### config.mk
export PLATFORM = sky130hd
export DESIGN_NAME = grid_cell_line_walker_unit
export DESIGN_NICKNAME = d
export VERILOG_FILES = /design/src/rtl/core/gclw_pkg.sv /design/src/rtl/core/gclw_div.sv /design/src/rtl/core/grid_cell_line_walker_unit.sv
export SDC_FILE = /design/constraint.sdc
export NUM_CORES = 1
export LEC_CHECK = 0
export ABC_CLOCK_PERIOD_IN_PS = 8700
export BUFFER_PORTS_ARGS = -buffer_cell sky130_fd_sc_hd__buf_2
export CAP_MARGIN = 15
export CELL_PAD_IN_SITES_DETAIL_PLACEMENT = 1
export CELL_PAD_IN_SITES_GLOBAL_PLACEMENT = 1
export CORE_UTILIZATION = 30
export CTS_CLUSTER_SIZE = 28
export DETAILED_ROUTE_END_ITERATION = 8
export PLACE_DENSITY = 0.65
export SYNTH_ARGS = -nofsm -noshare
export SYNTH_HDL_FRONTEND = slang
export SYNTH_HIERARCHICAL = 1
export SYNTH_SLANG_ARGS = --single-unit
### constraint.sdc
create_clock -name aclk -period 8.7 [get_ports aclk]
set_input_delay 0.435 -clock aclk [delete_from_list [all_inputs] [get_ports aclk]]
set_output_delay 0.435 -clock aclk [all_outputs]
set_load 0.005 [all_outputs]
### src/rtl/core/gclw_pkg.sv
// Shared types and constants for the grid cell line walker.
package gclw_pkg;

    localparam int CELL_W = 13;
    localparam int DIFF_W = 14;

    typedef logic signed [CELL_W-1:0] cell_t;
    typedef logic signed [DIFF_W-1:0] diff_t;
    typedef logic [CELL_W-1:0]        dist_t;

    typedef enum logic [2:0] {
        ST_IDLE,
        ST_DIVX,
        ST_DIVY,
        ST_SETUP,
        ST_WALK,
        ST_PTR,
        ST_FLUSH
    } state_t;

    typedef enum logic [2:0] {
        REG_ORIGIN_X    = 3'd0,
        REG_ORIGIN_Y    = 3'd1,
        REG_CELL_SIZE   = 3'd2,
        REG_GRID_WIDTH  = 3'd3,
        REG_GRID_HEIGHT = 3'd4
    } reg_idx_t;

    typedef struct packed {
        logic busy;
        logic done;
    } div_stat_t;

endpackage

### src/rtl/core/gclw_div.sv
// Bit-serial signed divider that maps a pixel offset to a cell index.
module gclw_div (
    input  logic              aclk,
    input  logic              aresetn,
    input  logic              start,
    input  gclw_pkg::cell_t   dividend,
    input  logic [7:0]        divisor,
    output gclw_pkg::div_stat_t stat,
    output gclw_pkg::cell_t   quotient
);
    import gclw_pkg::*;

    localparam int CNT_W = $clog2(CELL_W);

    logic              busy_reg, busy_next;
    logic              done_reg, done_next;
    logic [CNT_W-1:0]  cnt_reg, cnt_next;
    logic [CELL_W-1:0] mag_reg, mag_next;
    logic [7:0]        rem_reg, rem_next;
    logic [7:0]        dsr_reg, dsr_next;
    logic              neg_reg, neg_next;
    logic [8:0]        trial;
    logic [8:0]        trial_sub;
    logic              ge;

    always_comb begin
        trial     = {rem_reg, mag_reg[CELL_W-1]};
        trial_sub = trial - {1'b0, dsr_reg};
        ge        = (trial >= {1'b0, dsr_reg});
        busy_next = busy_reg;
        done_next = 1'b0;
        cnt_next  = cnt_reg;
        mag_next  = mag_reg;
        rem_next  = rem_reg;
        dsr_next  = dsr_reg;
        neg_next  = neg_reg;
        if (start) begin
            // Work on the magnitude and fix the sign at the end: truncation toward zero.
            neg_next  = dividend[CELL_W-1];
            mag_next  = dividend[CELL_W-1] ? CELL_W'(-dividend) : CELL_W'(dividend);
            dsr_next  = (divisor == 8'd0) ? 8'd1 : divisor;
            rem_next  = 8'd0;
            cnt_next  = '0;
            busy_next = 1'b1;
        end else if (busy_reg) begin
            rem_next = ge ? trial_sub[7:0] : trial[7:0];
            mag_next = {mag_reg[CELL_W-2:0], ge};
            cnt_next = cnt_reg + 1'b1;
            if (cnt_reg == CNT_W'(CELL_W - 1)) begin
                busy_next = 1'b0;
                done_next = 1'b1;
            end
        end
    end

    always_ff @(posedge aclk) begin
        if (!aresetn) begin
            busy_reg <= 1'b0;
            done_reg <= 1'b0;
        end else begin
            busy_reg <= busy_next;
            done_reg <= done_next;
        end
        cnt_reg <= cnt_next;
        mag_reg <= mag_next;
        rem_reg <= rem_next;
        dsr_reg <= dsr_next;
        neg_reg <= neg_next;
    end

    assign stat.busy = busy_reg;
    assign stat.done = done_reg;
    assign quotient  = neg_reg ? cell_t'(-mag_reg) : cell_t'(mag_reg);

endmodule

### src/rtl/core/grid_cell_line_walker_unit.sv
// Grid cell line walker: maps each pointer sample to a grid cell and emits the trail of
// cells from the previous sample's cell to the current one, then the current cell itself.
// The two cell divisions share one bit-serial divider (13 steps each), and the trail walker
// visits one cell per cycle while the result channel does not stall, with a remainder
// accumulator per axis, over a distance N, the larger of the column and row distances
// between the previous and the current cell. Only cells inside the grid are emitted, at most
// GRID_MAX trail cells per sample; the final result of each sample carries tlast, and tuser
// marks the current pointer cell.
module grid_cell_line_walker_unit #(
    parameter int GRID_MAX = 32
) (
    input  logic        aclk,
    input  logic        aresetn,
    // Input transaction.
    input  logic        s_tvalid,
    output logic        s_tready,
    input  logic [23:0] s_tdata,   // [11:0] pointer_x, [23:12] pointer_y
    // Result transaction.
    output logic        m_tvalid,
    input  logic        m_tready,
    output logic [15:0] m_tdata,   // [5:0] cell_x, [11:6] cell_y, [15:12] zero
    output logic        m_tuser,   // kind
    output logic        m_tlast,   // last
    // Configuration.
    input  logic        psel,
    input  logic        penable,
    input  logic        pwrite,
    input  logic [4:0]  paddr,
    input  logic [31:0] pwdata,
    output logic [31:0] prdata,
    output logic        pready
);
    import gclw_pkg::*;

    localparam int CNT_W = $clog2(GRID_MAX + 1);

    function automatic logic in_grid(input diff_t t, input logic [5:0] lim);
        in_grid = !t[DIFF_W-1] && (t[DIFF_W-2:0] < {{(DIFF_W-7){1'b0}}, lim});
    endfunction

    // Configuration registers.
    logic signed [11:0] org_x_reg, org_y_reg;
    logic [7:0]         cell_size_reg;
    logic [5:0]         grid_w_reg, grid_h_reg;
    logic               cfg_wr;
    reg_idx_t           cfg_idx;

    // Sequencer and datapath.
    state_t            state_reg, state_next;
    logic signed [11:0] py_reg;
    cell_t             cx_reg, cy_reg;
    cell_t             prev_x_reg, prev_y_reg;
    logic              prev_valid_reg;
    diff_t             jx_reg, jy_reg;
    dist_t             n_total_reg, n_reg;
    diff_t             qx_reg, qy_reg, qx_next, qy_next;
    dist_t             rx_reg, ry_reg, rx_next, ry_next;
    logic [CNT_W-1:0]  trail_cnt_reg;

    logic              pend_valid_reg;
    logic [5:0]        pend_x_reg, pend_y_reg;
    logic              pend_kind_reg;

    logic              m_tvalid_reg, m_tlast_reg, m_tuser_reg;
    logic [5:0]        m_x_reg, m_y_reg;

    // Divider hookup.
    logic              div_start;
    cell_t             div_dividend;
    div_stat_t         div_stat;
    cell_t             div_quot;

    // Setup arithmetic.
    cell_t             ox, oy;
    diff_t             jx, jy, ax, ay;
    dist_t             n_total;

    // Walk arithmetic.
    diff_t             tx, ty;
    logic signed [15:0] rx_dec, ry_dec, n_ext;

    // Control strobes.
    logic              out_free;
    logic              hit;
    logic              go;
    logic              load_pend;
    logic              push_mid;
    logic              push_last;
    logic [5:0]        new_x, new_y;

    assign pready  = 1'b1;
    assign cfg_wr  = psel && penable && pwrite && pready;
    assign cfg_idx = reg_idx_t'(paddr[4:2]);

    always_comb begin
        case (cfg_idx)
            REG_ORIGIN_X:    prdata = {20'd0, org_x_reg};
            REG_ORIGIN_Y:    prdata = {20'd0, org_y_reg};
            REG_CELL_SIZE:   prdata = {24'd0, cell_size_reg};
            REG_GRID_WIDTH:  prdata = {26'd0, grid_w_reg};
            REG_GRID_HEIGHT: prdata = {26'd0, grid_h_reg};
            default:         prdata = 32'd0;
        endcase
    end

    always_ff @(posedge aclk) begin
        if (!aresetn) begin
            org_x_reg     <= 12'sd0;
            org_y_reg     <= 12'sd0;
            cell_size_reg <= 8'd16;
            grid_w_reg    <= 6'd32;
            grid_h_reg    <= 6'd32;
        end else if (cfg_wr) begin
            case (cfg_idx)
                REG_ORIGIN_X:    org_x_reg     <= pwdata[11:0];
                REG_ORIGIN_Y:    org_y_reg     <= pwdata[11:0];
                REG_CELL_SIZE:   cell_size_reg <= pwdata[7:0];
                REG_GRID_WIDTH:  grid_w_reg    <= pwdata[5:0];
                REG_GRID_HEIGHT: grid_h_reg    <= pwdata[5:0];
                default: ;
            endcase
        end
    end

    assign s_tready = (state_reg == ST_IDLE);

    // X offset comes straight from the accepted transaction, Y from the held sample.
    always_comb begin
        if (state_reg == ST_IDLE) begin
            div_dividend = cell_t'({s_tdata[11], s_tdata[11:0]})
                         - cell_t'({org_x_reg[11], org_x_reg});
        end else begin
            div_dividend = cell_t'({py_reg[11], py_reg}) - cell_t'({org_y_reg[11], org_y_reg});
        end
        div_start = (s_tvalid && s_tready) || (state_reg == ST_DIVX && div_stat.done);
    end

    gclw_div u_div (
        .aclk     (aclk),
        .aresetn  (aresetn),
        .start    (div_start),
        .dividend (div_dividend),
        .divisor  (cell_size_reg),
        .stat     (div_stat),
        .quotient (div_quot)
    );

    // Setup: distance to the previous cell.
    always_comb begin
        ox = prev_valid_reg ? prev_x_reg : cx_reg;
        oy = prev_valid_reg ? prev_y_reg : cy_reg;
        jx = diff_t'(ox) - diff_t'(cx_reg);
        jy = diff_t'(oy) - diff_t'(cy_reg);
        ax = jx[DIFF_W-1] ? -jx : jx;
        ay = jy[DIFF_W-1] ? -jy : jy;
        n_total = (ax > ay) ? ax[CELL_W-1:0] : ay[CELL_W-1:0];
    end

    // Walk: Q and R hold floor((c*N + j*n) / N) and its remainder; stepping n down
    // subtracts j from R, which moves Q by at most one since |j| <= N.
    always_comb begin
        tx = (qx_reg[DIFF_W-1] && rx_reg != '0) ? qx_reg + diff_t'(1) : qx_reg;
        ty = (qy_reg[DIFF_W-1] && ry_reg != '0) ? qy_reg + diff_t'(1) : qy_reg;
        n_ext  = $signed({3'b000, n_total_reg});
        rx_dec = $signed({3'b000, rx_reg}) - $signed({{2{jx_reg[DIFF_W-1]}}, jx_reg});
        ry_dec = $signed({3'b000, ry_reg}) - $signed({{2{jy_reg[DIFF_W-1]}}, jy_reg});
        qx_next = qx_reg;
        qy_next = qy_reg;
        rx_next = rx_dec[CELL_W-1:0];
        ry_next = ry_dec[CELL_W-1:0];
        if (rx_dec[15]) begin
            rx_next = 13'(rx_dec + n_ext);
            qx_next = qx_reg - diff_t'(1);
        end else if (rx_dec >= n_ext) begin
            rx_next = 13'(rx_dec - n_ext);
            qx_next = qx_reg + diff_t'(1);
        end
        if (ry_dec[15]) begin
            ry_next = 13'(ry_dec + n_ext);
            qy_next = qy_reg - diff_t'(1);
        end else if (ry_dec >= n_ext) begin
            ry_next = 13'(ry_dec - n_ext);
            qy_next = qy_reg + diff_t'(1);
        end
    end

    // Control strobes. A result waits in the pending register until the next one is
    // found or the sample ends, so that tlast can be set on the final one.
    always_comb begin
        out_free  = !m_tvalid_reg || m_tready;
        hit       = 1'b0;
        new_x     = tx[5:0];
        new_y     = ty[5:0];
        case (state_reg)
            ST_WALK: begin
                hit = (trail_cnt_reg < CNT_W'(GRID_MAX)) && in_grid(tx, grid_w_reg)
                      && in_grid(ty, grid_h_reg);
            end
            ST_PTR: begin
                hit   = in_grid(diff_t'(cx_reg), grid_w_reg) && in_grid(diff_t'(cy_reg), grid_h_reg);
                new_x = cx_reg[5:0];
                new_y = cy_reg[5:0];
            end
            default: hit = 1'b0;
        endcase
        go        = !hit || !pend_valid_reg || out_free;
        load_pend = (state_reg == ST_WALK || state_reg == ST_PTR) && hit && go;
        push_mid  = load_pend && pend_valid_reg;
        push_last = (state_reg == ST_FLUSH) && pend_valid_reg && out_free;
    end

    always_comb begin
        state_next = state_reg;
        case (state_reg)
            ST_IDLE:  if (s_tvalid) state_next = ST_DIVX;
            ST_DIVX:  if (div_stat.done) state_next = ST_DIVY;
            ST_DIVY:  if (div_stat.done) state_next = ST_SETUP;
            ST_SETUP: state_next = ST_WALK;
            ST_WALK:  if (go && n_reg == '0) state_next = ST_PTR;
            ST_PTR:   if (go) state_next = ST_FLUSH;
            ST_FLUSH: if (!pend_valid_reg || out_free) state_next = ST_IDLE;
            default:  state_next = ST_IDLE;
        endcase
    end

    always_ff @(posedge aclk) begin
        if (!aresetn) begin
            state_reg      <= ST_IDLE;
            prev_valid_reg <= 1'b0;
            prev_x_reg     <= '0;
            prev_y_reg     <= '0;
            pend_valid_reg <= 1'b0;
            m_tvalid_reg   <= 1'b0;
        end else begin
            state_reg <= state_next;
            if (state_reg == ST_SETUP) begin
                prev_x_reg     <= cx_reg;
                prev_y_reg     <= cy_reg;
                prev_valid_reg <= 1'b1;
            end
            if (load_pend) begin
                pend_valid_reg <= 1'b1;
            end else if (push_last) begin
                pend_valid_reg <= 1'b0;
            end
            if (push_mid || push_last) begin
                m_tvalid_reg <= 1'b1;
            end else if (m_tready) begin
                m_tvalid_reg <= 1'b0;
            end
        end
    end

    always_ff @(posedge aclk) begin
        if (s_tvalid && s_tready) begin
            py_reg <= s_tdata[23:12];
        end
        if (state_reg == ST_DIVX && div_stat.done) begin
            cx_reg <= div_quot;
        end
        if (state_reg == ST_DIVY && div_stat.done) begin
            cy_reg <= div_quot;
        end
        if (state_reg == ST_SETUP) begin
            jx_reg        <= jx;
            jy_reg        <= jy;
            n_total_reg   <= n_total;
            n_reg         <= n_total;
            qx_reg        <= diff_t'(ox);
            qy_reg        <= diff_t'(oy);
            rx_reg        <= '0;
            ry_reg        <= '0;
            trail_cnt_reg <= '0;
        end else if (state_reg == ST_WALK && go) begin
            n_reg  <= n_reg - 1'b1;
            qx_reg <= qx_next;
            qy_reg <= qy_next;
            rx_reg <= rx_next;
            ry_reg <= ry_next;
            if (load_pend) begin
                trail_cnt_reg <= trail_cnt_reg + 1'b1;
            end
        end
        if (load_pend) begin
            pend_x_reg    <= new_x;
            pend_y_reg    <= new_y;
            pend_kind_reg <= (state_reg == ST_PTR);
        end
        if (push_mid || push_last) begin
            m_x_reg     <= pend_x_reg;
            m_y_reg     <= pend_y_reg;
            m_tuser_reg <= pend_kind_reg;
            m_tlast_reg <= push_last;
        end
    end

    assign m_tvalid = m_tvalid_reg;
    assign m_tdata  = {4'd0, m_y_reg, m_x_reg};
    assign m_tuser  = m_tuser_reg;
    assign m_tlast  = m_tlast_reg;

`ifndef SYNTHESIS
    a_trail_bound: assert property (@(posedge aclk) disable iff (!aresetn)
        (state_reg == ST_WALK) |-> (trail_cnt_reg <= CNT_W'(GRID_MAX)))
        else $error("trail count beyond its limit");

    a_rem_range: assert property (@(posedge aclk) disable iff (!aresetn)
        (state_reg == ST_WALK && n_total_reg != '0) |->
        (rx_reg < n_total_reg && ry_reg < n_total_reg))
        else $error("walk remainder out of range");

    a_pend_idle: assert property (@(posedge aclk) disable iff (!aresetn)
        (state_reg == ST_IDLE) |-> !pend_valid_reg)
        else $error("pending result left behind at end of sample");

    a_out_in_grid: assert property (@(posedge aclk) disable iff (!aresetn)
        m_tvalid |-> (m_tdata[5:0] < grid_w_reg && m_tdata[11:6] < grid_h_reg))
        else $error("emitted cell outside the grid");
`endif

endmodule

* After elaboration in Yosys (flattened, before gate mapping) *
Cells that the tools add are included.

storage, ports and cells
  register bits after elaboration = 291
  input port bits = 68
  output and inout port bits = 53

cells by class
  $add $sub $neg = 22
  magnitude comparators = 9
  equality and inequality tests = 17
  muxes and demuxes = 46
  bitwise logic cells = 2
  reductions and logical operators = 57

operators by type and width
  cell                                                number
  2-to-1 mux 13 bit                                   14
  2-to-1 mux 14 bit                                   12
  one-hot mux 12 bit (5 select lines)                 1
  less-than comparator 13 x 6 -> 1 bit                4
  greater-or-equal comparator 15 x 14 -> 1 bit        2
  subtractor 14 x 14 -> 15 bit                        2
  adder 14 x 2 -> 14 bit, second input constant       2
  negator 14 bit                                      2
  subtractor 13 x 13 -> 14 bit                        2
  subtractor 14 x 2 -> 14 bit, second input constant  2
  adder 13 bit                                        2
  negator 13 bit                                      2
  nonzero test 13 bit                                 2
  subtractor 12 x 12 -> 13 bit                        2
  subtractor 13 bit                                   2
  logical AND 1 bit                                   21
  one-hot mux 3 bit (7 select lines)                  1
  2-to-1 mux 3 bit                                    6
  AND reduction 2 bit                                 8
  > comparator 14 bit                                 1
  logical NOT 13 bit                                  1
  subtractor 13 x 1 -> 13 bit, second input constant  1
  == test 3 x 2 -> 1 bit, second input constant       4
  == test 3 bit, second input constant                4
  other kinds (22)                                    53

* Depth between registers and ports, before layout *
Gate-level depths: netlist (run 1).

  depth in word-level cells = 15
  mapped depth = 26
  gate-level depth less buffers = 22

* Hierarchy *
The synthesis (run 1) kept the hierarchy.

modules (own cells, without submodules)
  module                      times used  cells each  area an instance (um^2)  sequential area each (um^2)
  grid_cell_line_walker_unit  1           2256        19682.6                  6576.3
  gclw_div                    1           273         2434.8                   940.9

* Worst setup path after synthesis (run 1) *
Ideal clock, no wire load.

  kind = reg2reg
  start = register prev_valid_reg
  end = register n_reg[4], data pin
  library setup time = 0.260 ns
  data arrival time = 5.420 ns
  setup slack = 3.021 ns
  cell stages (with the launch flop) = 23
  path buffers = 2
  clock period less this slack = 5.679 ns
  cells stage by stage = dfxtp_1 > clkbuf_1 > clkbuf_1 > nand2_1 > o21ai_0 > ha_1 > nor2b_1 > o2111a_1 > or4_4 > a211oi_2 > o211ai_1 > a21boi_0 > xor2_1 > inv_1 > ha_1 > a21o_1 > a21o_1 > a221o_1 > a21oi_1 > o21ai_0 > a41oi_1 > mux2_2 > mux2_2

between the ends
  cells in the longest elaborated chain, start to end = 7
  elaborated cells on any way between the ends = 11
  those cells by class = add/sub: 4; order compare: 1; mux: 6

RTL lines
  element                                          line                                                                  RTL
  start, declared                                  grid_cell_line_walker_unit.sv:53                                      logic prev_valid_reg;
  start signal, assigned                           grid_cell_line_walker_unit.sv:229                                     prev_valid_reg <= 1'b0;
  start signal, assigned                           grid_cell_line_walker_unit.sv:239                                     prev_valid_reg <= 1'b1;
  2-to-1 mux 13 bit (on tied branches)             grid_cell_line_walker_unit.sv:150, grid_cell_line_walker_unit.sv:151
  subtractor 13 x 13 -> 14 bit (on tied branches)  grid_cell_line_walker_unit.sv:152, grid_cell_line_walker_unit.sv:153
  negator 14 bit (on tied branches)                grid_cell_line_walker_unit.sv:154, grid_cell_line_walker_unit.sv:155
  2-to-1 mux 14 bit (on tied branches)             grid_cell_line_walker_unit.sv:154, grid_cell_line_walker_unit.sv:155
  > comparator 14 bit                              grid_cell_line_walker_unit.sv:156                                     n_total = (ax > ay) ? ax[CELL_W-1:0] : ay[CELL_W-1:0];
  2-to-1 mux 13 bit (*)                            grid_cell_line_walker_unit.sv:156
  via n_total[4]                                   grid_cell_line_walker_unit.sv:76                                      dist_t n_total;
  2-to-1 mux 13 bit (*)                            grid_cell_line_walker_unit.sv:264                                     if (state_reg == ST_SETUP) begin
  end signal, assigned                             grid_cell_line_walker_unit.sv:268                                     n_reg <= n_total;
  end signal, assigned                             grid_cell_line_walker_unit.sv:275                                     n_reg <= n_reg - 1'b1;
  end, declared                                    grid_cell_line_walker_unit.sv:55                                      dist_t n_total_reg, n_reg;

Mark *: on every way through the listed nets, which the timed path passes. The rest lies on a longest branch.
A chain may end at the register's enable or synchronous reset.

* Final worst setup path (run 1) *
Ends and elaborated chain as after synthesis.

==> implementation parameters, run 1 <==
Parameter                              Value

Yosys
  Post-Synthesis Mean Instance Area ... ~8.7 um2
  Synthesized cell area ... around 22000 um2
  Synthesized instance count ... around 2500
  Yosys warning count ... 6

Clocking
  Total clock sinks ... approximately 290
  Clock transition at path regs ... roughly 60 ps
  H-tree levels ... 2
  Clk Latency, worst-skew pair ... slightly below 600 ps
  Number of buffers created by CTS ... 39
  TritonCTS clock tree ... done
  Maximum root-to-sink buffer count ... 3
  Number of hold-repair buffers added at the cts stage ... 9
  Clk Tree Root Cell ... sky130_fd_sc_hd__clkbuf_16
  Number of buffers inserted to repair setup after CTS ... 0
  Resized Gates After CTS ... 0

Floorplanning
  Starting density of the core ... 30.30%
  Floorplan die area ... between 70000 and 80000 um2
  Count of standard-cell rows ... between 90 and 100
  Boundary Pins ... about 120
  Width of the chip ... roughly 270 um
  Die outline height ... ~270 um
  Core Box Area ... 72960 um2

Cells and area
  Fill cell total of the finished layout ... around 8600
  Share of cells above drive strength 1 ... under 10%
  Area occupied by multi-input gates ... between 10000 and 15000 um2
  Post-route insts no fill ... between 3000 and 4000
  Fin nets ... 2808
  Area growth from synthesis to final layout ... 11.61%
  Area taken by flip-flops and latches ... about 7500 um2
  Number of diodes added for antenna fixing ... 0

Routing
  Via Count ... approximately 19000
  Number of violations reported at the end of detailed-routing iteration 0 ... a little under 800
  Via density per instance ... 5.274
  DRC violation count after routing ... 0
  Count of antenna-violating nets left after detailed routing ... 0
  Aggregate routed wire length ... between 60000 and 70000 um
  Pre-Repair DR Iteration Count ... 7
  Routed len/inst ... 19.51 um

GRT
  Number of global-route vias before repair ... about 20000
  GR Util All Layers ... between 10% and 20%
  Maximum number of pins on one net before global-route repair ... between 90 and 100
  Initial antenna violation count ... 1
  First-pass GRT wire length ... between 100000 and 150000 um
  Overall overflow remaining after global route ... 0

Place
  Cells after DPL ... about 3500
  Detailed placer's ending HPWL ... about 53000 um
  Port buffer count ... between 70 and 80
  RD Place Congestion ... 0.8767

Worst setup path
  Critical path, cell by cell ... buf_4, nand2_1, o21ai_0, ha_1, nor2b_1, o2111ai_1, a311oi_1, o2111ai_1, and2_1, o21ai_0, xnor2_1, ha_1, and4_1, a221o_1, a21oi_1, o21ai_0, a41oi_1, mux2_2, mux2_2
  Setup slack, reg-to-reg ... between 2000 and 2500 ps
  Worst R2R Start ... prev_valid_reg$_SDFFE_PN0P_
  Required time of the worst setup path ... around 9000 ps
  Critical register-to-register path endpoint ... n_reg[4]$_DFFE_PP_
  Largest incremental delay on the critical path ... a little over 600 ps
  Crit Path Category ... flop to flop
  CP Capture Type ... flop
  R2R cell count ... 19
  Startpoint Class ... flop
  Critical Path Most Common Cell ... sky130_fd_sc_hd__o21ai_0
  WP data arrival ... 6810 ps
  Highest-delay cell along the critical path ... sky130_fd_sc_hd__a41oi_1
  Maximum net fanout on the critical path ... 40

Timing
  TNS Setup ... 0 ps
  Setup repair after global routing missed its margin ... false
  Minimum clock period after layout ... 6492 ps
  Max-slew headroom at the worst pin ... around a fifth
  Number of hold-slack violations in the final timing report ... 0
  Clock skew ... 39.32 ps
  Pin slew with the least headroom to its limit ... 1169 ps
  Highest achievable clock rate ... between 150 and 200 MHz
  Setup-violating endpoint count in the final report ... 0
  Max-slew violation total from the final report ... 0
  Period utilisation layout ... about three quarters

Outcome
  Run status ... finished, final reports clean

Power
  Worst ir drop on vdd ... around 0.21 mV
  Leakage power ... roughly 0.0095 uW
  Ratio of total power to cell area ... between 300 and 400 nW/um2

Worst hold path
  Hold wc startpoint ... s_tdata[21]
  Hold Path Cell Cnt ... 1
  Worst Hold Class ... input port to flop
  WHS Endpoint ... py_reg[9]$_DFFE_PP_

Flow run
  Number of max-capacitance violations reported ... 0
[worst max path at each step]
stage,start,endpoint
5_1_grt,prev_valid_reg$_SDFFE_PN0P_,n_reg[7]$_DFFE_PP_
3_5_place_dp,prev_valid_reg$_SDFFE_PN0P_,n_reg[7]$_DFFE_PP_
3_3_place_gp,prev_valid_reg$_SDFFE_PN0P_,n_reg[4]$_DFFE_PP_
6_report,prev_valid_reg$_SDFFE_PN0P_,n_reg[4]$_DFFE_PP_
2_1_floorplan,prev_valid_reg$_SDFFE_PN0P_,n_reg[4]$_DFFE_PP_
4_1_cts,rx_reg[5]$_SDFFE_PP0P_,n_reg[2]$_DFFE_PP_
[area by class of cell]
type | instances | share of cell area, %
multi-input combinational | 1914 | 53.87
sequential | 291 | 30.46
tap | 959 | 4.863
clock buffer | 43 | 4.056
inverter | 201 | 3.068
timing repair buffer | 100 | 2.408
clock inverter | 29 | 1.273
[layout by cell type (no fill, tap or decap), types with 28 or more instances in the layout]
cell type / n
sky130_fd_sc_hd__nand3_1: 66
sky130_fd_sc_hd__buf_2: 73
sky130_fd_sc_hd__mux2i_1: 69
sky130_fd_sc_hd__o31ai_1: 30
sky130_fd_sc_hd__ha_1: 182
sky130_fd_sc_hd__dfxtp_1: 122
sky130_fd_sc_hd__nor3_1: 54
sky130_fd_sc_hd__xor2_1: 60
sky130_fd_sc_hd__edfxtp_1: 169
sky130_fd_sc_hd__clkbuf_16: 39
sky130_fd_sc_hd__a21o_1: 37
sky130_fd_sc_hd__nand2_1: 230
sky130_fd_sc_hd__a21oi_1: 136
sky130_fd_sc_hd__inv_1: 197
sky130_fd_sc_hd__o21ai_0: 137
sky130_fd_sc_hd__xnor2_1: 104
sky130_fd_sc_hd__nand2b_1: 28
sky130_fd_sc_hd__a21boi_0: 51
sky130_fd_sc_hd__nor2_1: 183
sky130_fd_sc_hd__nor2b_1: 68
sky130_fd_sc_hd__mux2_2: 33
[metal layers]
metal | GRT usage, % | part of all wire [%]
met5 | 0 | 0.012
met4 | 4.704 | 2.2
met3 | 2.096 | 3.2
met2 | 32.84 | 50
met1 | 22.85 | 45
[worst max-delay path, delay by kind of cell, from the launching register on]
kind                     cells  cell delay [ps]
flip-flops                   1              540
buffers and inverters        1              400
AND/OR/NAND/NOR              4              880
adder cells (fa/ha/maj)      2              650
AO/OA/AOI/OAI                9             2650
XOR/XNOR                     1              380
multiplexers                 2              730
[power breakdown]
group	internal [uW]	switching [uW]	total, uW
logic	1540	2360	3910
registers	1740	211	1950
clock network	965	689	1650
[per-stage QoR]
stage | hold slack, ps | power (uW) | setup WS, ps | utilization [%] | cell area, um2
final | 35.76 | 7517 | 2208 | 33.82 | 24680
after global routing | 4.809 | 8051 | 1699 | 33.82 | 24680
after detailed placement | 406.6 | 5850 | 2284 | 31.88 | 23260
after CTS | 2.758 | 7565 | 2240 | 33.81 | 24660
after floorplan | 400.3 | 4817 | 3021 | - | 22200
after global placement | 407.3 | 5695 | 2366 | 31.88 | 23260
Note: power is estimated with default switching activity, not from simulation.
==> run 2, diff against run 1 <==
--- a/config.mk
+++ b/config.mk
@@ -5,7 +5,7 @@
 export SDC_FILE = /design/constraint.sdc
 export NUM_CORES = 1
 export LEC_CHECK = 0
-export ABC_CLOCK_PERIOD_IN_PS = 8700
+export ABC_CLOCK_PERIOD_IN_PS = 6730
 export BUFFER_PORTS_ARGS = -buffer_cell sky130_fd_sc_hd__buf_2
 export CAP_MARGIN = 15
 export CELL_PAD_IN_SITES_DETAIL_PLACEMENT = 1
==> constraint.sdc (replaced) <==
create_clock -name aclk -period 6.73 [get_ports aclk]
set_input_delay 0.3365 -clock aclk [delete_from_list [all_inputs] [get_ports aclk]]
set_output_delay 0.3365 -clock aclk [all_outputs]
set_load 0.005 [all_outputs]
==> run 2 against run 1 <==
Cell area up 0.71%; largest power group unchanged; clock power up 36%; setup slack worse by 1800 ps.
==> implementation parameters, run 2 (synthesis gave the netlist of run 1 again) <==
Parameter                              Value

Floorplanning
  Core Box Area ... 72960 um2 (unchanged)
  Starting density of the core ... 30.30% (unchanged)
  Die outline height ... 273.5 um (unchanged)
  Boundary Pins ... 121 (unchanged)
  Count of standard-cell rows ... 99 (unchanged)
  Width of the chip ... 273.5 um (unchanged)
  Floorplan die area ... 74790 um2 (unchanged)

Timing
  Hold slack ... 31.14 ps (-4.624 ps)
  TNS Setup ... 0 ps (unchanged)
  Minimum clock period after layout ... 6290 ps (-202.1 ps)
  Setup repair after global routing missed its margin ... false
  Clock skew ... 28.43 ps (-10.89 ps)
  Number of hold-slack violations in the final timing report ... 0 (unchanged)
  Pin slew with the least headroom to its limit ... 1189 ps (+20.22 ps)
  Period utilisation layout ... 93.45% (+19 points)
  Max-slew headroom at the worst pin ... 20.44% (-0.62 points)
  Highest achievable clock rate ... 159.0 MHz (+3.2%)
  Max-slew violation total from the final report ... 0 (unchanged)
  Setup-violating endpoint count in the final report ... 0 (unchanged)

Routing
  Count of antenna-violating nets left after detailed routing ... 0 (unchanged)
  Routed len/inst ... 19.70 um (+0.97%)
  Via Count ... 18742 (+0.47%)
  Pre-Repair DR Iteration Count ... 5 (-2)
  Number of violations reported at the end of detailed-routing iteration 0 ... 974 (+25%)
  Via density per instance ... 5.284 (+0.19%)
  Aggregate routed wire length ... 69870 um (+1.3%)
  DRC violation count after routing ... 0 (unchanged)

Worst hold path
  Hold Path Cell Cnt ... 3 (+2)
  Worst Hold Class ... input port to flop

Outcome
  Run status ... finished, final reports clean

Worst setup path
  Highest-delay cell along the critical path ... sky130_fd_sc_hd__dfxtp_1
  WP data arrival ... 6600 ps (-210 ps)
  Largest incremental delay on the critical path ... 550 ps (-60 ps)
  R2R cell count ... 21 (+2)
  CP Capture Type ... flop
  Required time of the worst setup path ... 7040 ps (-1980 ps)
  Critical path, cell by cell ... buf_4, nand2_1, o21ai_0, ha_1, nor2b_1, o2111ai_1, a311oi_1, o2111ai_1, and2_1, nand2_1, xnor2_1, ha_1, a21o_1, a21o_1, a221o_1, a21oi_1, o21ai_0, a41oi_1, buf_4, mux2_2, mux2_2
  Crit Path Category ... flop to flop
  Startpoint Class ... flop
  Maximum net fanout on the critical path ... 40 (unchanged)

Power
  Power, Total ... 9873 uW (+31%)
  Ratio of total power to cell area ... 397.3 nW/um2 (+30%)
  Leakage power ... 0.009589 uW (+0.88%)
  Worst ir drop on vdd ... 0.2550 mV (+24%)

GRT
  Overall overflow remaining after global route ... 0 (unchanged)
  GR Util All Layers ... 18.41% (+0.19 points)
  Maximum number of pins on one net before global-route repair ... 86 (-10%)
  First-pass GRT wire length ... 109800 um (+0.60%)
  Number of global-route vias before repair ... 19697 (+0.64%)
  Initial antenna violation count ... 1 (unchanged)

Cells and area
  Fin nets ... 2819 (+0.39%)
  Area growth from synthesis to final layout ... 12.40%
  Most common library cell in the layout ignoring fill and taps ... sky130_fd_sc_hd__nand2_1
  Final instance area ... 24850 um2 (+0.71%)
  Number of diodes added for antenna fixing ... 0 (unchanged)
  Fill cell total of the finished layout ... 8547 (-0.12%)
  Area taken by flip-flops and latches ... 7517 um2 (unchanged)
  Commonest non-fill, non-tap cells in the layout ... sky130_fd_sc_hd__nand2_1 (230), sky130_fd_sc_hd__inv_1 (197), sky130_fd_sc_hd__nor2_1 (183)
  Area occupied by multi-input gates ... 13290 um2 (about the same)
  Share of cells above drive strength 1 ... 9.042% (-0.074 points)

Clocking
  Clock transition at path regs ... 60 ps (about the same)
  Number of buffers created by CTS ... 39 (unchanged)
  Number of hold-repair buffers added at the cts stage ... 13 (+4)
  Clk Latency, worst-skew pair ... 580 ps (about the same)
  Maximum root-to-sink buffer count ... 3 (unchanged)
  Total clock sinks ... 291 (unchanged)
  Clk Tree Root Cell ... sky130_fd_sc_hd__clkbuf_16
  Resized Gates After CTS ... 0 (unchanged)
  Number of buffers inserted to repair setup after CTS ... 0 (unchanged)
  TritonCTS clock tree ... done
  H-tree levels ... 2 (unchanged)

Place
  Detailed placer's ending HPWL ... 54400 um (+2.5%)
  Placement-stage cell area ... 23320 um2 (+0.26%)
  Port buffer count ... 73 (unchanged)
  RD Place Congestion ... 0.8726 (-0.47%)

Flow run
  Number of max-capacitance violations reported ... 0 (unchanged)
run 2: cell type report:
class	instances	share of cell area, %
Sequential cell	291	30.25
Tap cell	959	4.828
Clock inverter	16	1.133
Clock buffer	55	4.501
Multi-Input combinational cell	1914	53.49
Inverter	201	3.046
Timing Repair Buffer	111	2.749
run 2: power breakdown:
| group | internal, uW | total (uW) | switching (uW) |
|---|---|---|---|
| Sequential | 2250 | 2530 | 277 |
| Combinational | 2010 | 5100 | 3090 |
| Clock | 1370 | 2240 | 871 |
| Total | 5640 | 9870 | 4240 |
run 2: worst paths after layout:
path	start	endpoint	slack, ps
worst max-delay path	prev_valid_reg$_SDFFE_PN0P_	n_reg[7]$_DFFE_PP_	440
worst max register to register	prev_valid_reg$_SDFFE_PN0P_	n_reg[7]$_DFFE_PP_	440
worst min-delay path	pwdata[10]	org_x_reg[10]$_SDFFE_PN0P_	30
worst min register to register	pend_x_reg[0]$_DFFE_PN_	m_x_reg[0]$_DFFE_PP_	430
run 2: routing by layer:
layer	GRT usage (%)	up-vias	part of all wire, %
met1	22.66	9219	44
li1	-	9077	-
met3	2.237	125	3.0
met2	32.80	319	49
met5	0	-	0.027
met4	6.513	2	3.3
run 2: through the flow:
stage               cells  setup WS (ps)  utilization, %
floorplan            2551           1051               -
global placement     3463          781.9           31.96
detailed placement   3463          563.2           31.96
CTS                  3547          499.9           34.06
global route         3547          58.58           34.06
finish               3547          440.5           34.06
run 2: worst max-delay path, delay by kind of cell (launching register included):
kind / cells / cell delay, ps
AO/OA/AOI/OAI: 10 / 2490
XOR/XNOR: 1 / 310
adder cells (fa/ha/maj): 2 / 640
buffers and inverters: 2 / 600
flip-flops: 1 / 550
multiplexers: 2 / 650
AND/OR/NAND/NOR: 4 / 780
==> run 3, diff against run 2 <==
--- a/config.mk
+++ b/config.mk
@@ -6,14 +6,14 @@
 export NUM_CORES = 1
 export LEC_CHECK = 0
 export ABC_CLOCK_PERIOD_IN_PS = 6730
-export BUFFER_PORTS_ARGS = -buffer_cell sky130_fd_sc_hd__buf_2
 export CAP_MARGIN = 15
 export CELL_PAD_IN_SITES_DETAIL_PLACEMENT = 1
 export CELL_PAD_IN_SITES_GLOBAL_PLACEMENT = 1
 export CORE_UTILIZATION = 30
 export CTS_CLUSTER_SIZE = 28
 export DETAILED_ROUTE_END_ITERATION = 8
-export PLACE_DENSITY = 0.65
+export DONT_BUFFER_PORTS = 1
+export PLACE_DENSITY = 0.63
 export SYNTH_ARGS = -nofsm -noshare
 export SYNTH_HDL_FRONTEND = slang
 export SYNTH_HIERARCHICAL = 1
==> run 3 against run 2 <==
Global-route usage down 0.13 points; flip-flop and latch count did not move; largest cell class unchanged; first-iteration DRC count shrank 13%; worst hold slack better by 35 ps; die area did not move; highest routed layer is now met4; critical endpoint unchanged; core utilization shrank 0.45 points; non-clock buffer count decreased by 62; combinational power barely moved.
==> implementation parameters, run 3 (synthesis gave the netlist of run 1 again) <==
Parameter                              Value

Worst setup path
  Critical register-to-register path endpoint ... n_reg[7]$_DFFE_PP_
  CP Capture Type ... flop
  Required time of the worst setup path ... 7040 ps (about the same)
  Crit path from ... prev_valid_reg$_SDFFE_PN0P_
  Highest-delay cell along the critical path ... sky130_fd_sc_hd__dfxtp_1
  Startpoint Class ... flop
  Critical path, cell by cell ... buf_4, nand2_1, o21ai_0, ha_1, nor2b_1, o2111ai_1, a311oi_1, o2111ai_1, and2_2, nand2_1, xnor2_1, ha_1, a21o_1, a21o_1, a221o_1, a21oi_1, o21ai_0, a41oi_1, buf_4, mux2_2, mux2_2
  Maximum net fanout on the critical path ... 40 (unchanged)
  Largest incremental delay on the critical path ... 570 ps (+20 ps)
  Depth of the critical timing path with buffers and inverters included ... 21 (unchanged)
  CP top delay family ... compound AO/OA/AOI/OAI gates
  R2R cell count ... 21 (unchanged)
  Setup slack, reg-to-reg ... 620 ps (+180 ps)
  WP data arrival ... 6420 ps (-180 ps)
  Count of buffer and inverter cells on the critical path ... 2 (unchanged)
  Worst R2R Start ... prev_valid_reg$_SDFFE_PN0P_
  Crit Path Category ... flop to flop

GRT
  Maximum number of pins on one net before global-route repair ... 90 (+4.7%)
  First-pass GRT wire length ... 109200 um (-0.57%)
  GR Util All Layers ... 18.29% (-0.13 points)
  Initial antenna violation count ... 0 (-1)
  Overall overflow remaining after global route ... 0 (unchanged)
  Number of global-route vias before repair ... 19258 (-2.2%)

Timing
  Number of hold-slack violations in the final timing report ... 0 (unchanged)
  Highest achievable clock rate ... 163.7 MHz (+3.0%)
  Minimum clock period after layout ... 6108 ps (-181.4 ps)
  Clock skew ... 44.75 ps (+16.31 ps)
  Setup-violating endpoint count in the final report ... 0 (unchanged)
  Max-slew headroom at the worst pin ... 28.18% (+7.7 points)
  Hold slack ... 65.81 ps (+34.67 ps)
  TNS Setup ... 0 ps (unchanged)
  Period utilisation layout ... 90.76% (-2.7 points)
  Setup repair after global routing missed its margin ... false
  Pin slew with the least headroom to its limit ... 1073 ps (-115.8 ps)
  Max-slew violation total from the final report ... 0 (unchanged)
  Smallest setup slack after layout ... 621.9 ps (+181.4 ps)

Routing
  Via density per instance ... 5.275 (-0.17%)
  Routed len/inst ... 19.79 um (+0.50%)
  Aggregate routed wire length ... 68950 um (-1.3%)
  Count of antenna-violating nets left after detailed routing ... 0 (unchanged)
  Via Count ... 18372 (-2.0%)
  Pre-Repair DR Iteration Count ... 5 (unchanged)
  DRC violation count after routing ... 0 (unchanged)
  Number of violations reported at the end of detailed-routing iteration 0 ... 846 (-13%)

Cells and area
  Most common library cell in the layout ignoring fill and taps ... sky130_fd_sc_hd__nand2_1
  Final instance area ... 24520 um2 (-1.3%)
  Commonest non-fill, non-tap cells in the layout ... sky130_fd_sc_hd__nand2_1 (230), sky130_fd_sc_hd__inv_1 (197), sky130_fd_sc_hd__nor2_1 (183)
  Fin nets ... 2756 (-2.2%)
  Fill cell total of the finished layout ... 8455 (-1.1%)
  Area growth from synthesis to final layout ... 10.90%
  Share of cells above drive strength 1 ... 6.458% (-2.6 points)
  Number of diodes added for antenna fixing ... 0 (unchanged)

Floorplanning
  Die outline height ... 273.5 um (unchanged)
  Count of standard-cell rows ... 99 (unchanged)
  Boundary Pins ... 121 (unchanged)
  Floorplan die area ... 74790 um2 (unchanged)
  Core Box Area ... 72960 um2 (unchanged)
  Width of the chip ... 273.5 um (unchanged)
  Starting density of the core ... 30.30% (unchanged)

Place
  Port buffer count ... 0 (-100%)
  Placement-stage cell area ... 22940 um2 (-1.6%)
  Detailed placer's ending HPWL ... 53860 um (-1.0%)
  Post-place setup slack ... 535.2 ps (-27.97 ps)
  RD Place Congestion ... 0.8739 (+0.15%)

Power
  Ratio of total power to cell area ... 395.8 nW/um2 (-0.37%)
  Leakage power ... 0.009282 uW (-3.2%)
  Worst ir drop on vdd ... 0.2726 mV (+6.9%)

Worst hold path
  Worst Hold Class ... input port to flop
  WHS Endpoint ... grid_w_reg[5]$_SDFFE_PN1P_
  Hold wc startpoint ... aresetn
  Hold Path Cell Cnt ... 2 (-1)

Outcome
  Run status ... finished, final reports clean

Clocking
  Clk Latency, worst-skew pair ... 590 ps (about the same)
  Maximum root-to-sink buffer count ... 3 (unchanged)
  TritonCTS clock tree ... done
  Total clock sinks ... 291 (unchanged)
  Number of buffers created by CTS ... 38 (-2.6%)
  Clk Tree Root Cell ... sky130_fd_sc_hd__clkbuf_16
  Clock transition at path regs ... 60 ps (about the same)
  H-tree levels ... 2 (unchanged)

Flow run
  Number of max-capacitance violations reported ... 0 (unchanged)
-- run 3: cell count changes in the layout (fill, tap and decap cells not counted), sizes merged --
cell	change
dlygate4sd3	+12
clkbuf	-9
bufinv	-4
buf	-74
clkinv	+8
inv	-1
clkinvlp	+4
-- run 3: layout make-up --
class                      instances  area (um2)  share of cell area (%)
clock buffer                      46        1086                   4.429
clock inverter                    23       214.0                  0.8726
inverter                         201       757.0                   3.087
sequential                       291        7517                   30.66
multi-input combinational       1914       13300                   54.22
timing repair buffer              49       450.4                   1.837
tap                              959        1200                   4.894
-- run 3: worst max path at each step --
stage	endpoint	slack, ps
global route	n_reg[6]$_DFFE_PP_	70
floorplan	n_reg[4]$_DFFE_PP_	1050
CTS	n_reg[6]$_DFFE_PP_	490
finish	n_reg[7]$_DFFE_PP_	620
detailed placement	n_reg[6]$_DFFE_PP_	540
global placement	n_reg[5]$_DFFE_PP_	690
-- run 3: report_power, final --
group	switching [uW]	internal (uW)
Sequential	265	2250
Combinational	3090	2000
Clock	887	1210
-- run 3: timing repair --
action	in CTS	in global routing
gates resized for setup	0	1
hold buffers	26	0
hold endpoints to repair	90	0
endpoints found under the setup margin	0	2
setup buffers	0	0
-- run 3: worst register-to-register path, stage by stage (launching register included) --
cell and delay, ps:
sky130_fd_sc_hd__dfxtp_1 570, sky130_fd_sc_hd__buf_4 410, sky130_fd_sc_hd__nand2_1 120, sky130_fd_sc_hd__o21ai_0 230, sky130_fd_sc_hd__ha_1 330, sky130_fd_sc_hd__nor2b_1 150
sky130_fd_sc_hd__o2111ai_1 420, sky130_fd_sc_hd__a311oi_1 230, sky130_fd_sc_hd__o2111ai_1 300, sky130_fd_sc_hd__and2_2 330, sky130_fd_sc_hd__nand2_1 100, sky130_fd_sc_hd__xnor2_1 280
sky130_fd_sc_hd__ha_1 300, sky130_fd_sc_hd__a21o_1 170, sky130_fd_sc_hd__a21o_1 170, sky130_fd_sc_hd__a221o_1 350, sky130_fd_sc_hd__a21oi_1 240, sky130_fd_sc_hd__o21ai_0 150
sky130_fd_sc_hd__a41oi_1 200, sky130_fd_sc_hd__buf_4 200, sky130_fd_sc_hd__mux2_2 380, sky130_fd_sc_hd__mux2_2 260
-- run 3: per-stage QoR --
stage               util [%]  cells  total power (uW)
floorplan                  -   2551              6228
global placement       31.44   3388              7385
detailed placement     31.44   3388              7568
CTS                    33.61   3483              9762
global route           33.61   3483             10400
finish                 33.61   3483              9705
-- run 3: routing by layer --
metal | share of wire (%) | track usage [%] | routed length (um) | vias to the layer above
met2 | 50 | 33.09 | 34300 | 248
met4 | 2.6 | 5.087 | 1826 | 0
met1 | 45 | 22.56 | 30820 | 9071
met5 | 0 | 0 | 0 | -
met3 | 2.9 | 2.272 | 1992 | 94
li1 | - | - | - | 8959
